### src/sv/chc_pkg.sv
// Shared types, status codes and helpers for the cartridge header check.
package chc_pkg;

  typedef enum logic [2:0] {
    HS_OK      = 3'd0,
    HS_SHORT   = 3'd1,
    HS_MAGIC   = 3'd2,
    HS_ARCHAIC = 3'd3,
    HS_SIZE    = 3'd4,
    HS_TRUNC   = 3'd5,
    HS_TRAIL   = 3'd6
  } chc_hdr_status_e;

  typedef enum logic [3:0] {
    SS_OK          = 4'd0,
    SS_CONSOLE     = 4'd1,
    SS_REGION      = 4'd2,
    SS_EXPANSION   = 4'd3,
    SS_TRAINER     = 4'd4,
    SS_FOUR_SCREEN = 4'd5,
    SS_MAPPER      = 4'd6,
    SS_SUBMAPPER   = 4'd7,
    SS_PRG         = 4'd8,
    SS_CHR         = 4'd9,
    SS_RAM         = 4'd10,
    SS_BATTERY     = 4'd11
  } chc_sup_status_e;

  localparam logic [31:0] MagicWord   = 32'h1a53454e;
  localparam logic [39:0] WriterSig   = 40'h312e32494e;
  localparam logic [4:0]  HdrBytes    = 5'd16;
  localparam logic [39:0] MinFileSize = 40'd16;
  localparam logic [21:0] RamUnit     = 22'd64;
  localparam logic [21:0] RamBank     = 22'd8192;

  typedef struct packed {
    logic [63:0] header_low;
    logic [63:0] header_high;
    logic [4:0]  header_count;
    logic [39:0] file_size;
  } chc_in_t;

  typedef struct packed {
    logic [2:0]  header_status;
    logic [3:0]  support_status;
    logic [11:0] mapper_number;
    logic [3:0]  submapper_number;
    logic [4:0]  header_flags;
    logic [1:0]  console_type;
    logic [1:0]  timing_region;
    logic [25:0] program_rom_bytes;
    logic [24:0] character_rom_bytes;
    logic [9:0]  program_offset;
    logic [26:0] expected_length;
    logic [21:0] program_ram_bytes;
  } chc_out_t;

  typedef struct packed {
    logic [2:0]  err;
    logic [11:0] map_no;
    logic [3:0]  sub_no;
    logic [4:0]  flags;
    logic [1:0]  cons;
    logic [1:0]  region;
    logic [5:0]  expn;
    logic [1:0]  misc;
    logic [25:0] prog;
    logic [24:0] chrb;
    logic [21:0] wram;
    logic [21:0] wnv;
    logic [21:0] vram;
    logic [21:0] vnv;
    logic [9:0]  poff;
    logic [39:0] fsz;
  } chc_dec_t;

  typedef struct packed {
    logic [2:0]  hs;
    logic [3:0]  early;
    logic        prg_bad;
    logic        chr_bad;
    logic [3:0]  tail;
    logic [11:0] map_no;
    logic [3:0]  sub_no;
    logic [4:0]  flags;
    logic [1:0]  cons;
    logic [1:0]  region;
    logic [25:0] prog;
    logic [24:0] chrb;
    logic [9:0]  poff;
    logic [26:0] total;
    logic [21:0] wram;
  } chc_chk_t;

  function automatic logic [21:0] shift_size(input logic [3:0] s);
    return (s == 4'd0) ? 22'd0 : (RamUnit << s);
  endfunction

  function automatic logic is_pow2(input logic [25:0] v);
    return (v != 26'd0) && ((v & (v - 26'd1)) == 26'd0);
  endfunction

endpackage

### src/sv/chc_if.sv
// Valid/ready channel interfaces for header beats and result beats.
interface chc_in_if;
  import chc_pkg::*;
  logic    valid;
  logic    ready;
  chc_in_t data;
  modport source (output valid, output data, input ready);
  modport sink (input valid, input data, output ready);
endinterface

interface chc_out_if;
  import chc_pkg::*;
  logic     valid;
  logic     ready;
  chc_out_t data;
  modport source (output valid, output data, input ready);
  modport sink (input valid, input data, output ready);
endinterface

### src/sv/cartridge_header_check_core.sv
// Cartridge header check: three-stage pipeline that decodes and checks one header per beat.
// The block takes one header beat every cycle while no result is held and returns one result
// beat for each: stage one decodes fields and sizes and finds the early header
// errors, stage two adds up the expected length, compares it with the file size and evaluates
// the board profile rules, and stage three picks the support status, clears the fields of a
// failed header and holds the result. Each stage carries its own valid bit and advances when
// the stage after it is empty or moving, so a held result stalls the pipe without loss.
module cartridge_header_check_core (
  input  logic      clk_i,
  input  logic      rst_ni,
  chc_in_if.sink    in_i,
  chc_out_if.source out_o
);
  import chc_pkg::*;

  logic       s1_valid_q, s2_valid_q, out_valid_q;
  logic       s1_ready, s2_ready, s3_ready;
  chc_dec_t   s1_d, s1_q;
  chc_chk_t   s2_d, s2_q;
  chc_out_t   out_d, out_q;
  logic [7:0] hb [16];
  logic       v2, writer, rsvd_nz;

  assign s3_ready   = !out_valid_q || out_o.ready;
  assign s2_ready   = !s2_valid_q || s3_ready;
  assign s1_ready   = !s1_valid_q || s2_ready;
  assign in_i.ready = s1_ready;
  assign out_o.valid = out_valid_q;
  assign out_o.data  = out_q;

  always_comb begin
    for (int i = 0; i < 8; i++) begin
      hb[i]     = in_i.data.header_low[8*i +: 8];
      hb[i + 8] = in_i.data.header_high[8*i +: 8];
    end
  end

  assign v2      = (hb[7][3:2] == 2'b10);
  assign writer  = (in_i.data.header_high[63:24] == WriterSig);
  assign rsvd_nz = |in_i.data.header_high[63:32];

  // Stage one: field decode and early header errors
  always_comb begin
    s1_d        = '0;
    s1_d.fsz    = in_i.data.file_size;
    s1_d.flags  = {v2, hb[6][3:0]};
    s1_d.map_no = {(v2 ? hb[8][3:0] : 4'h0), hb[7][7:4], hb[6][7:4]};
    s1_d.cons   = hb[7][1:0];
    s1_d.poff   = hb[6][2] ? 10'd528 : 10'd16;
    if (v2) begin
      s1_d.sub_no = hb[8][7:4];
      s1_d.region = hb[12][1:0];
      s1_d.expn   = hb[15][5:0];
      s1_d.misc   = hb[14][1:0];
      s1_d.prog   = {hb[9][3:0], hb[4], 14'd0};
      s1_d.chrb   = {hb[9][7:4], hb[5], 13'd0};
      s1_d.wram   = shift_size(hb[10][3:0]);
      s1_d.wnv    = shift_size(hb[10][7:4]);
      s1_d.vram   = shift_size(hb[11][3:0]);
      s1_d.vnv    = shift_size(hb[11][7:4]);
    end else begin
      if (hb[10][1:0] == 2'd0) begin
        s1_d.region = {1'b0, hb[9][0]};
      end else if (hb[10][1:0] == 2'd2) begin
        s1_d.region = 2'd1;
      end else begin
        s1_d.region = 2'd2;
      end
      s1_d.prog = {4'd0, hb[4], 14'd0};
      s1_d.chrb = {4'd0, hb[5], 13'd0};
      s1_d.vram = (hb[5] == 8'd0) ? RamBank : 22'd0;
      if (hb[8] == 8'd0 && (s1_d.map_no == 12'd1 || s1_d.map_no == 12'd4)) begin
        s1_d.wram = RamBank;
      end else begin
        s1_d.wram = {1'b0, hb[8], 13'd0};
      end
    end
    if (in_i.data.header_count < HdrBytes || in_i.data.file_size < MinFileSize) begin
      s1_d.err = HS_SHORT;
    end else if (in_i.data.header_low[31:0] != MagicWord) begin
      s1_d.err = HS_MAGIC;
    end else if (v2) begin
      s1_d.err = (hb[9][3:0] == 4'hf || hb[9][7:4] == 4'hf) ? HS_SIZE : HS_OK;
    end else if (hb[7][3:2] != 2'b00 || (!writer && rsvd_nz)) begin
      s1_d.err = HS_ARCHAIC;
    end else begin
      s1_d.err = HS_OK;
    end
  end

  // Stage two: length check and board profile rules
  logic [25:0] p;
  logic [24:0] c;
  logic [11:0] m;
  logic [22:0] ram_sum;
  logic        simple, p_std, c_8k_128k;

  always_comb begin
    p         = s1_q.prog;
    c         = s1_q.chrb;
    m         = s1_q.map_no;
    ram_sum   = {1'b0, s1_q.wram} + {1'b0, s1_q.wnv};
    simple    = m inside {12'd2, 12'd3, 12'd7};
    p_std     = (p >= 26'd32768) && (p <= 26'd262144) && is_pow2(p);
    c_8k_128k = (c >= 25'd8192) && (c <= 25'd131072) && is_pow2({1'b0, c});

    s2_d        = '0;
    s2_d.map_no = s1_q.map_no;
    s2_d.sub_no = s1_q.sub_no;
    s2_d.flags  = s1_q.flags;
    s2_d.cons   = s1_q.cons;
    s2_d.region = s1_q.region;
    s2_d.prog   = s1_q.prog;
    s2_d.chrb   = s1_q.chrb;
    s2_d.poff   = s1_q.poff;
    s2_d.wram   = s1_q.wram;
    s2_d.total  = {17'd0, s1_q.poff} + {1'b0, s1_q.prog} + {2'd0, s1_q.chrb};

    if (s1_q.err != HS_OK) begin
      s2_d.hs = s1_q.err;
    end else if (s1_q.fsz < {13'd0, s2_d.total}) begin
      s2_d.hs = HS_TRUNC;
    end else if (s1_q.fsz > {13'd0, s2_d.total}) begin
      s2_d.hs = HS_TRAIL;
    end else begin
      s2_d.hs = HS_OK;
    end

    if (s1_q.cons != 2'd0) begin
      s2_d.early = SS_CONSOLE;
    end else if (s1_q.region != 2'd0) begin
      s2_d.early = SS_REGION;
    end else if (s1_q.misc != 2'd0 || s1_q.expn > 6'd1) begin
      s2_d.early = SS_EXPANSION;
    end else if (s1_q.flags[2]) begin
      s2_d.early = SS_TRAINER;
    end else if (s1_q.flags[3]) begin
      s2_d.early = SS_FOUR_SCREEN;
    end else if (!(m inside {12'd0, 12'd1, 12'd2, 12'd3, 12'd4, 12'd7, 12'd11})) begin
      s2_d.early = SS_MAPPER;
    end else if (s1_q.sub_no != 4'd0 && !(simple && s1_q.sub_no <= 4'd2)) begin
      s2_d.early = SS_SUBMAPPER;
    end else begin
      s2_d.early = SS_OK;
    end

    if (s1_q.flags[1] || s1_q.wnv != 22'd0 || s1_q.vnv != 22'd0) begin
      s2_d.tail = SS_BATTERY;
    end else if (s1_q.wram != 22'd0 || (c != 25'd0 && s1_q.vram != 22'd0)) begin
      s2_d.tail = SS_RAM;
    end else begin
      s2_d.tail = SS_OK;
    end

    case (m)
      12'd0, 12'd3: begin
        s2_d.prg_bad = (p != 26'd16384) && (p != 26'd32768);
        if (m == 12'd0) begin
          s2_d.chr_bad = (c != 25'd8192) && !(c == 25'd0 && s1_q.vram == RamBank);
        end else begin
          s2_d.chr_bad = (c < 25'd8192) || (c > 25'd32768) || !is_pow2({1'b0, c});
        end
      end
      12'd1, 12'd4: begin
        s2_d.prg_bad = (p < ((m == 12'd4) ? 26'd32768 : 26'd16384)) ||
                       (p > 26'd262144) || !is_pow2(p);
        if (c != 25'd0) begin
          s2_d.chr_bad = !c_8k_128k;
        end else begin
          s2_d.chr_bad = (s1_q.vram != RamBank) || (s1_q.vnv != 22'd0);
        end
        s2_d.tail = ((c != 25'd0 && (s1_q.vram != 22'd0 || s1_q.vnv != 22'd0)) ||
                     s1_q.wram > RamBank || s1_q.wnv > RamBank ||
                     ram_sum > {1'b0, RamBank} ||
                     (ram_sum != 23'd0 && ram_sum != {1'b0, RamBank})) ? SS_RAM : SS_OK;
      end
      12'd2, 12'd7: begin
        s2_d.prg_bad = !p_std;
        s2_d.chr_bad = (c != 25'd0) || (s1_q.vram != RamBank) || (s1_q.vnv != 22'd0);
      end
      default: begin
        s2_d.prg_bad = (p != 26'd32768) && (p != 26'd65536) && (p != 26'd131072);
        s2_d.chr_bad = !c_8k_128k;
      end
    endcase
  end

  // Stage three: support status priority and error masking
  always_comb begin
    out_d = '0;
    out_d.header_status = s2_q.hs;
    if (s2_q.hs == HS_OK) begin
      if (s2_q.early != SS_OK) begin
        out_d.support_status = s2_q.early;
      end else if (s2_q.prg_bad) begin
        out_d.support_status = SS_PRG;
      end else if (s2_q.chr_bad) begin
        out_d.support_status = SS_CHR;
      end else begin
        out_d.support_status = s2_q.tail;
      end
      out_d.mapper_number       = s2_q.map_no;
      out_d.submapper_number    = s2_q.sub_no;
      out_d.header_flags        = s2_q.flags;
      out_d.console_type        = s2_q.cons;
      out_d.timing_region       = s2_q.region;
      out_d.program_rom_bytes   = s2_q.prog;
      out_d.character_rom_bytes = s2_q.chrb;
      out_d.program_offset      = s2_q.poff;
      out_d.expected_length     = s2_q.total;
      out_d.program_ram_bytes   = s2_q.wram;
    end
  end

  always_ff @(posedge clk_i or negedge rst_ni) begin
    if (!rst_ni) begin
      s1_valid_q  <= 1'b0;
      s2_valid_q  <= 1'b0;
      out_valid_q <= 1'b0;
    end else begin
      if (s1_ready) begin
        s1_valid_q <= in_i.valid;
      end
      if (s2_ready) begin
        s2_valid_q <= s1_valid_q;
      end
      if (s3_ready) begin
        out_valid_q <= s2_valid_q;
      end
    end
  end

  always_ff @(posedge clk_i) begin
    if (in_i.valid && s1_ready) begin
      s1_q <= s1_d;
    end
    if (s1_valid_q && s2_ready) begin
      s2_q <= s2_d;
    end
    if (s2_valid_q && s3_ready) begin
      out_q <= out_d;
    end
  end

`ifndef ASSERT_OFF
  a_error_clears_result: assert property (@(posedge clk_i) disable iff (!rst_ni)
    out_valid_q && out_q.header_status != HS_OK |->
      out_q.support_status == SS_OK && out_q.mapper_number == 12'd0 &&
      out_q.expected_length == 27'd0)
    else $error("failed header left nonzero result fields");

  a_length_sum: assert property (@(posedge clk_i) disable iff (!rst_ni)
    out_valid_q && out_q.header_status == HS_OK |->
      out_q.expected_length == {17'd0, out_q.program_offset} +
        {1'b0, out_q.program_rom_bytes} + {2'd0, out_q.character_rom_bytes})
    else $error("expected length does not match offset and ROM sizes");

  a_offset_trainer: assert property (@(posedge clk_i) disable iff (!rst_ni)
    out_valid_q && out_q.header_status == HS_OK |->
      out_q.program_offset == (out_q.header_flags[2] ? 10'd528 : 10'd16))
    else $error("program offset disagrees with trainer flag");

  a_stage1_hold: assert property (@(posedge clk_i) disable iff (!rst_ni)
    s1_valid_q && !s2_ready |=> s1_valid_q && $stable(s1_q))
    else $error("stalled stage one beat lost or changed");

  a_stage2_hold: assert property (@(posedge clk_i) disable iff (!rst_ni)
    s2_valid_q && !s3_ready |=> s2_valid_q && $stable(s2_q))
    else $error("stalled stage two beat lost or changed");
`endif

endmodule

### src/flat_wrapper.sv
// flat-port wrapper written by rule: the top's interface ports become plain ports
module cartridge_header_check_core_flat import chc_pkg::*;
  (clk_i, rst_ni, in_i_valid, in_i_data, in_i_ready, out_o_valid, out_o_data, out_o_ready);
  chc_in_if in_i_i ();
  chc_out_if out_o_i ();
  input  logic clk_i;
  input  logic rst_ni;
  input wire logic [$bits(in_i_i.valid)-1:0] in_i_valid;
  input wire logic [$bits(in_i_i.data)-1:0] in_i_data;
  output wire logic [$bits(in_i_i.ready)-1:0] in_i_ready;
  output wire logic [$bits(out_o_i.valid)-1:0] out_o_valid;
  output wire logic [$bits(out_o_i.data)-1:0] out_o_data;
  input wire logic [$bits(out_o_i.ready)-1:0] out_o_ready;
  assign in_i_i.valid = in_i_valid;
  assign in_i_i.data = in_i_data;
  assign in_i_ready = in_i_i.ready;
  assign out_o_valid = out_o_i.valid;
  assign out_o_data = out_o_i.data;
  assign out_o_i.ready = out_o_ready;
  cartridge_header_check_core u_core (.clk_i(clk_i), .rst_ni(rst_ni), .in_i(in_i_i), .out_o(out_o_i));
endmodule
### config.mk
export PLATFORM = sky130hd
export DESIGN_NAME = cartridge_header_check_core_flat
export DESIGN_NICKNAME = d
export VERILOG_FILES = /design/src/sv/chc_pkg.sv /design/src/sv/chc_if.sv /design/src/sv/cartridge_header_check_core.sv /design/src/flat_wrapper.sv
export SDC_FILE = /design/constraint.sdc
export NUM_CORES = 1
export LEC_CHECK = 0
export BUFFER_PORTS_ARGS = -buffer_cell sky130_fd_sc_hd__buf_2
export CAP_MARGIN = 20
export CORE_ASPECT_RATIO = 1.2
export CORE_MARGIN = 2
export CORE_UTILIZATION = 49
export CTS_CLUSTER_SIZE = 40
export DETAILED_ROUTE_END_ITERATION = 7
export PLACE_DENSITY = 0.86
export RECOVER_POWER = 50
export SETUP_SLACK_MARGIN = 0.5
export SLEW_MARGIN = 30
export SYNTH_ARGS = -nofsm -noshare
export SYNTH_HDL_FRONTEND = slang
export SYNTH_SLANG_ARGS = --single-unit
### constraint.sdc
create_clock -name clk_i -period 4.59 [get_ports clk_i]
set_input_delay 0 -clock clk_i [delete_from_list [all_inputs] [get_ports clk_i]]
set_output_delay 0 -clock clk_i [all_outputs]
set_load 0.02 [all_outputs]
==> results by group, run 1 <==
Floorplan
  – Die Outline Area: roughly 32,000 um2
  – Die span in y: between 150 and 200 um
  – Initial core utilization: roughly half
  – Number of primary I/O pins: 321
  – Standard cell core area: between 30,000 and 40,000 um2
  – Die W: about 160 um
  – Std-Cell Rows: 70

Route
  – First-pass iteration count of the detailed router: 7
  – DRT met1 WL: roughly 13,000 um
  – Highest metal layer with signal wires: met4
  – Detail Route met3 WL: 2650 um
  – Post-detailed-routing wire length: roughly 37,000 um
  – Sum of met2 wire segment lengths after detailed routing: 19,100 um
  – Detail Route Antenna Nets: 0
  – Count of vias placed by the detailed router: 10,600
  – Post-DR vias/cell: between 5 and 6
  – Avg WL per Cell: 19.4 um
  – DRC marker count from the first detailed-route iteration: 788
  – Number of remaining DRC errors: 0

Clock network
  – Clock sink count: 340
  – Max clock buf depth: 3
  – Total number of H-tree levels: 2
  – Clock transition time at the flip-flop clock pins of the worst setup and hold paths: 0.07 ns
  – Cell chosen for the clock root: clkbuf_16
  – Clock latency at the later pin of the worst-skew pair: 0.51 ns
  – TritonCTS clock tree: yes
  – Inserted Clock Buffers: 34

Worst setup path
  – Max Fanout on Critical Path: 3
  – Required time reported for the critical path endpoint: around 5 ns
  – Kind of start point of the critical path: register
  – CP Launch Point: u_core.p[14]$_DFFE_PP_
  – Worst setup path category: register to register
  – Arrival @ worst endpoint: 4.14 ns
  – CP endpoint kind: register
  – Worst reg2reg path startpoint: u_core.p[14]$_DFFE_PP_

Power
  – Flop pwr share: between 50% and 60%
  – Maximum vdd ir drop: 0.000232 V
  – Total internal power: 5.65 mW
  – Clock share of power: a little over a third
  – Pleak: about 6.8 nW
  – Switching share of total power: approximately a quarter
  – Switch Pwr: 1.90 mW
  – Ratio of total power to cell area: 403 nW/um2
  – Portion of total power attributed to combinational logic: roughly an eighth

GRT
  – Initial antenna violation count: 0
  – Via count of the first global-routing pass: 10,400
  – Overflow left after global routing: 0
  – Tot GR Track Use: between 20% and 30%
  – First-pass GRT wire length: ~56,000 um
  – Pin count of the biggest net entering global routing: 84

Logic synthesis
  – Fraction of registers with async set/reset: less than 1%
  – Register area share after synthesis: 67.9%
  – Primary flip-flop cell chosen by synthesis mapping: edfxtp_1
  – Number of flops mapped to enable cells by yosys: approximately 340
  – Yosys warning total: 0
  – Adder-cell area share of the yosys netlist: under 10%
  – Share of cell area taken by muxes after synthesis: 0.483%
  – Number of instances in the synthesized netlist: 1,087
  – Area fraction of the dominant cell type after synthesis: 67.4%
  – Simple-gate share of the synthesized area: around 16%
  – Fraction of the mapped netlist area in compound gates: 6.11%
  – Cell types occupying the most area after synthesis: edfxtp_1 (67%), and2_1 (4.4%), ha_1 (3.6%)
  – Count of distinct cell types in the synthesized netlist: between 60 and 70
  – Post-Synth XOR/XNOR Area: between 1 and 1.5%
  – Flip-flop and latch count after synthesis: between 300 and 400
  – Cell area after technology mapping: roughly 15,000 um2
  – Avg Inst Size Synth: roughly 14 um2
  – Library cell occupying the most area in the post-synthesis netlist: edfxtp_1
  – Dominant combinational cell family by area after synthesis: simple AND/OR/NAND/NOR gates

Placement
  – Count of input and output buffers: approximately 260
  – Post-placement worst setup slack: a little under 0.8 ns
  – Post-detail-place hpwl: about 25,000 um
  – Weighted congestion reported at the end of routability-driven placement: 0.928

Min path
  – Hold path start: in_i_data[114]
  – Class of the most critical hold timing path: input port to register

Final layout
  – Area grow syn2layout: 24.9%
  – Number of antenna repair diodes: 0
  – Leading cell type in the layout, fill and taps excluded: edfxtp_1
  – Fillers: 2,327
  – Layout cell share with drive strength beyond 1: between 10% and 20%
  – Util after Layout: 61.9%
  – Final Net Count: about 1,700
  – Highest-count cells in the layout ignoring fill and taps: edfxtp_1 (337), clkbuf_1 (169), dlygate4sd3_1 (128)

STA
  – Fraction of the cycle the final worst path needs: 84.3%
  – Post-route setup TNS: 0 ns
  – RSZ-0062 raised after global routing: no
  – Setup violations, final: 0
  – Maximum frequency from static timing analysis: ~0.26 GHz
  – Clock skew after layout: between 0.015 and 0.02 ns
  – Hold violation count in the final report: 0
  – Min setup slack post-route: a little over 0.7 ns
  – Rel. slew slack: -88.4%
  – Final critical-path required period: approximately 3.9 ns
  – Final Max Tran Viols: between 150 and 200
  – Transition at the pin with the smallest max-transition slack: 2.83 ns

Status
  – Violated checks: max-capacitance violations, max-slew violations
  – Result of the run: complete, but fails checks

Flow run
  – Number of max-cap violations: 3
[path summary, 6_finish.rpt]
kind                                                       end  slack [ns]  depth (start not counted)
worst max-delay path               u_core.out_d[140]$_DFFE_PP_        0.72                         18
worst min-delay path            u_core.s1_q[223]$_SDFFCE_PP0P_        0.02                          5
worst max register to register     u_core.out_d[140]$_DFFE_PP_        0.72                         18
worst min register to register      u_core.s2_q[118]$_DFFE_PP_        0.45                          0
max in group asynchronous       u_core.out_o.valid$_DFFE_PN0P_        4.04                          3
min in group asynchronous        u_core.s1_valid_q$_DFFE_PN0N_        0.40                          3
[Yosys cell counts, types with 7 or more instances]
| master | n |
|---|---|
| edfxtp_1 | 337 |
| a21o_1 | 10 |
| nor2b_1 | 8 |
| xnor2_1 | 11 |
| a21oi_1 | 23 |
| o21ai_0 | 21 |
| nand2_1 | 54 |
| ha_1 | 43 |
| clkbuf_1 | 21 |
| inv_1 | 30 |
| xor2_1 | 11 |
| o31ai_1 | 15 |
| nand4_1 | 15 |
| buf_4 | 56 |
| nand2b_1 | 17 |
| a211oi_1 | 7 |
| nor4_1 | 61 |
| nor3_1 | 32 |
| nand3_1 | 22 |
| nor2_1 | 64 |
| o21ai_1 | 9 |
| and2_1 | 106 |
[power groups by stage]
stage,sequential [mW],combinational (mW),clock (mW)
6_report,3.85,0.978,2.72
3_3_place_gp,3.90,0.862,0
2_1_floorplan,3.98,0.517,0
3_5_place_dp,3.91,0.892,0
4_1_cts,3.85,0.981,2.73
5_1_grt,3.88,1.06,2.86
[per-stage QoR]
step           cell area, um2  total power, mW  hold WS, ns  std cells
6_report                18800             7.55       0.0177       1916
2_1_floorplan           15200             4.49       -0.296       1142
4_1_cts                 19000             7.56      0.00870       1913
5_1_grt                 18800             7.80       0.0483       1916
3_3_place_gp            16600             4.76       -0.205       1727
3_5_place_dp            16600             4.80       -0.201       1727
[registers in the layout (all words and copies together), names as in the netlist]
| register | cells |
|---|---|
| u_core.c | 12 |
| u_core.out_o.valid | 1 |
| u_core.s2_valid_q | 1 |
| u_core.m | 12 |
| u_core.p | 12 |
| u_core.s1_q | 127 |
| u_core.s1_valid_q | 1 |
| u_core.s2_q | 85 |
| u_core.out_o.data | 86 |
| u_core.out_d | 3 |
[layout make-up]
class,instances,area [um2],share of cell area [%]
well taps,396,495,2.64
clock buffers,39,891,4.75
inverters,30,113,0.600
clock inverters,19,189,1.01
flip-flops and latches,340,10200,54.4
multi-input cells,691,4400,23.5
repair buffers,401,2470,13.2
[per-layer routing]
metal / vias up / GRT usage, %
li1: 4849 / -
met1: 4998 / 26.9
met2: 584 / 40.9
met3: 141 / 3.21
met4: 0 / 10.5
met5: - / 0
[cell families (layout without fill, tap and decap cells)]
| kind of cell | after synthesis | in the layout |
|---|---|---|
| other | 1 | 56 |
| xor gates and xnor gates | 22 | 22 |
| buffers and inverters | 111 | 489 |
| AOI/OAI and AO/OA | 135 | 135 |
| and+or+nand+nor | 424 | 424 |
| DFF | 340 | 340 |
| adders and majority gates | 47 | 47 |
| muxes | 7 | 7 |
[timing repair]
action,4_1_cts,5_1_grt
hold buffers,128,0
resized for setup,0,1
setup endpoints to repair,0,2
hold endpoints to repair,158,0
setup buffers,0,3
[critical path, cell delays in order (launching register included)]
cell	delay [ns]
edfxtp_1	0.47
ha_1	0.24
inv_1	0.07
fa_1	0.20
nor2b_1	0.06
o21ai_1	0.17
a21boi_1	0.12
o21a_1	0.19
or2_2	0.31
a21oi_2	0.20
xor2_1	0.20
ha_1	0.27
nand4_1	0.10
nor2_1	0.07
o21ai_0	0.11
a21oi_1	0.09
a211oi_1	0.29
o221ai_1	0.24
a21o_1	0.23
Power figures use the tool's default switching activity.
==> inputs of run 2 (changes only) <==
- clock period: 4.59 -> 3.4 ns (I/O delays scaled with it)
==> results by group, run 2 (synthesis results as in run 1) <==
Final layout
  – Top reg by flops: u_core.s1_q
  – Highest-count cells in the layout ignoring fill and taps: edfxtp_1 (337), clkbuf_1 (164), dlygate4sd3_1 (133)
  – Flip-flop count of the largest register, all copies and words added: 127
  – Util after Layout: a little over three fifths
  – Leading cell type in the layout, fill and taps excluded: edfxtp_1
  – Layout cell share with drive strength beyond 1: between 10% and 20%
  – Final Net Count: 1,742
  – Area grow syn2layout: 27.7%
  – Fin area: 19,200 um2

Clock network
  – Inserted Clock Buffers: 35
  – Clock latency at the later pin of the worst-skew pair: approximately 0.53 ns
  – Cell chosen for the clock root: clkbuf_16
  – TritonCTS clock tree: yes
  – Clock transition time at the flip-flop clock pins of the worst setup and hold paths: around 0.070 ns
  – Total number of H-tree levels: 2
  – Max clock buf depth: 3
  – Clock sink count: between 300 and 400

Min path
  – Class of the most critical hold timing path: input port to register

Worst setup path
  – Critical-path cell with the highest stage delay: edfxtp_1
  – Arrival @ worst endpoint: approximately 3.9 ns
  – CP endpoint kind: register
  – Worst setup path category: register to register
  – Cell chain of the critical path: ha_1 > a21o_1 > a21oi_2 > nor2b_2 > o221ai_2 > buf_4 > o21ba_2 > xnor2_1 > inv_1 > ha_1 > nand4_1 > nor2_1 > o21ai_1 > a21oi_1 > a211oi_2 > o221ai_2 > o31ai_2
  – Kind of start point of the critical path: register
  – Cell type group with the largest total delay on the critical path: compound AO/OA/AOI/OAI gates
  – Maximum cell stage delay along the critical path: 0.43 ns
  – Setup slack, reg-to-reg: -0.20 ns
  – Required time reported for the critical path endpoint: around 3.7 ns
  – Number of buffers and inverters on the critical path: 2
  – Max Fanout on Critical Path: 3

Placement
  – Weighted congestion reported at the end of routability-driven placement: 0.935
  – Post-detail-place hpwl: between 20,000 and 30,000 um
  – Post-placement worst setup slack: -0.120 ns
  – Count of input and output buffers: about 260
  – Placed cell area: approximately 17,000 um2

Floorplan
  – Die W: 164 um
  – Die Outline Area: approximately 32,000 um2
  – Std-Cell Rows: 70
  – Number of primary I/O pins: 321
  – Initial core utilization: between 40 and 50%
  – Die span in y: ~200 um
  – Standard cell core area: approximately 30,000 um2

GRT
  – Initial antenna violation count: 1
  – Met1 capacity usage during global routing: 28.0%
  – Global-route track usage on met2: between 40% and 50%
  – Tot GR Track Use: between 20% and 30%
  – Layer carrying the most global-route usage: met2
  – Pin count of the biggest net entering global routing: ~160
  – Overflow left after global routing: 0
  – Met3 demand-to-capacity share in global routing: 4.59%
  – Via count of the first global-routing pass: 10,800
  – First-pass GRT wire length: 57,900 um

Route
  – Avg WL per Cell: approximately 20 um
  – Number of remaining DRC errors: 0
  – Post-detailed-routing wire length: 38,700 um
  – Count of vias placed by the detailed router: approximately 11,000
  – Detail Route Antenna Nets: 0
  – DRC marker count from the first detailed-route iteration: 769
  – First-pass iteration count of the detailed router: 5
  – Post-DR vias/cell: about 5.5

STA
  – Post-route setup TNS: -0.535 ns
  – Maximum frequency from static timing analysis: 0.278 GHz
  – Min setup slack post-route: -0.197 ns
  – Fraction of the cycle the final worst path needs: 106%
  – Rel. slew slack: -17.6%
  – Final Max Tran Viols: 38
  – RSZ-0062 raised after global routing: yes
  – Final critical-path required period: about 3.6 ns
  – Setup violations, final: 3
  – Clock skew after layout: ~0.024 ns
  – Transition at the pin with the smallest max-transition slack: between 1.5 and 2 ns
  – Hold violation count in the final report: 0

Power
  – Flop pwr share: between 40 and 50%
  – Total internal power: approximately 8 mW
  – Clock share of power: between 30% and 40%
  – Post-layout total power: ~11 mW
  – Switching share of total power: roughly a quarter
  – Pleak: about 7.0 nW
  – Maximum vdd ir drop: roughly 0.00038 V
  – Switch Pwr: ~2.6 mW
  – Ratio of total power to cell area: ~550 nW/um2
  – Portion of total power attributed to combinational logic: between 10% and 20%

Status
  – Violated checks: max-capacitance violations, max-slew violations, negative setup slack
  – Result of the run: complete, but fails checks

Flow run
  – Number of max-cap violations: 1
run 2: area by class of cell:
type | instances | area, um2
timing repair buffer | 422 | 2650
clock buffer | 39 | 933
antenna | 2 | 5.00
tap | 396 | 495
fill | 2272 | 11100
sequential | 340 | 10200
inverter | 30 | 113
clock inverter | 22 | 269
multi-input combinational | 691 | 4500
run 2: worst reg2reg max path, stage by stage, from the launching register on:
cell,delay (ns)
edfxtp_1,0.43
ha_1,0.32
a21o_1,0.13
a21oi_2,0.07
nor2b_2,0.17
o221ai_2,0.15
buf_4,0.16
o21ba_2,0.20
xnor2_1,0.24
inv_1,0.10
ha_1,0.34
nand4_1,0.11
nor2_1,0.16
o21ai_1,0.12
a21oi_1,0.20
a211oi_2,0.08
o221ai_2,0.24
o31ai_2,0.12
run 2: repair_timing:
item                                    in CTS  in global routing
resized for setup                           12                  6
hold buffers                               133                  0
hold endpoints to repair                   162                  0
buffers inserted                             8                  1
endpoints found under the setup margin       3                  6
pin swaps                                   13                  2
run 2: worst paths after layout:
check	startpoint	endpoint	cells past startpoint
max in group asynchronous	rst_ni	u_core.s2_valid_q$_DFFE_PN0P_	3
min	in_i_data[92]	u_core.s1_q[222]$_SDFFCE_PP1P_	5
min in group asynchronous	rst_ni	u_core.out_o.valid$_DFFE_PN0P_	3
max reg2reg	u_core.c[15]$_DFFE_PP_	u_core.out_d[139]$_DFFE_PP_	17
min reg2reg	u_core.s1_q[201]$_DFFE_PP_	u_core.s2_q[114]$_DFFE_PP_	0
max	u_core.c[15]$_DFFE_PP_	u_core.out_d[139]$_DFFE_PP_	17
run 2: per-stage QoR:
| step | std cells | hold slack [ns] |
|---|---|---|
| CTS | 1939 | 0.0130 |
| detailed placement | 1737 | -0.198 |
| global placement | 1736 | -0.205 |
| finish | 1942 | 0.0427 |
| global route | 1941 | 0.0825 |
| floorplan | 1142 | -0.296 |
run 2: power by group through the flow:
stage / clock network (mW) / registers (mW) / logic, mW
finish: 4.03 / 5.20 / 1.41
global route: 4.21 / 5.22 / 1.52
CTS: 4.06 / 5.19 / 1.41
detailed placement: 0 / 5.27 / 1.26
global placement: 0 / 5.26 / 1.21
floorplan: 0 / 5.35 / 0.705
run 2: per-layer routing:
metal,part of all wire (%),vias up
li1,-,4899
met1,37,5033
met2,50,648
met3,8.1,133
met4,5.4,0
met5,0,-
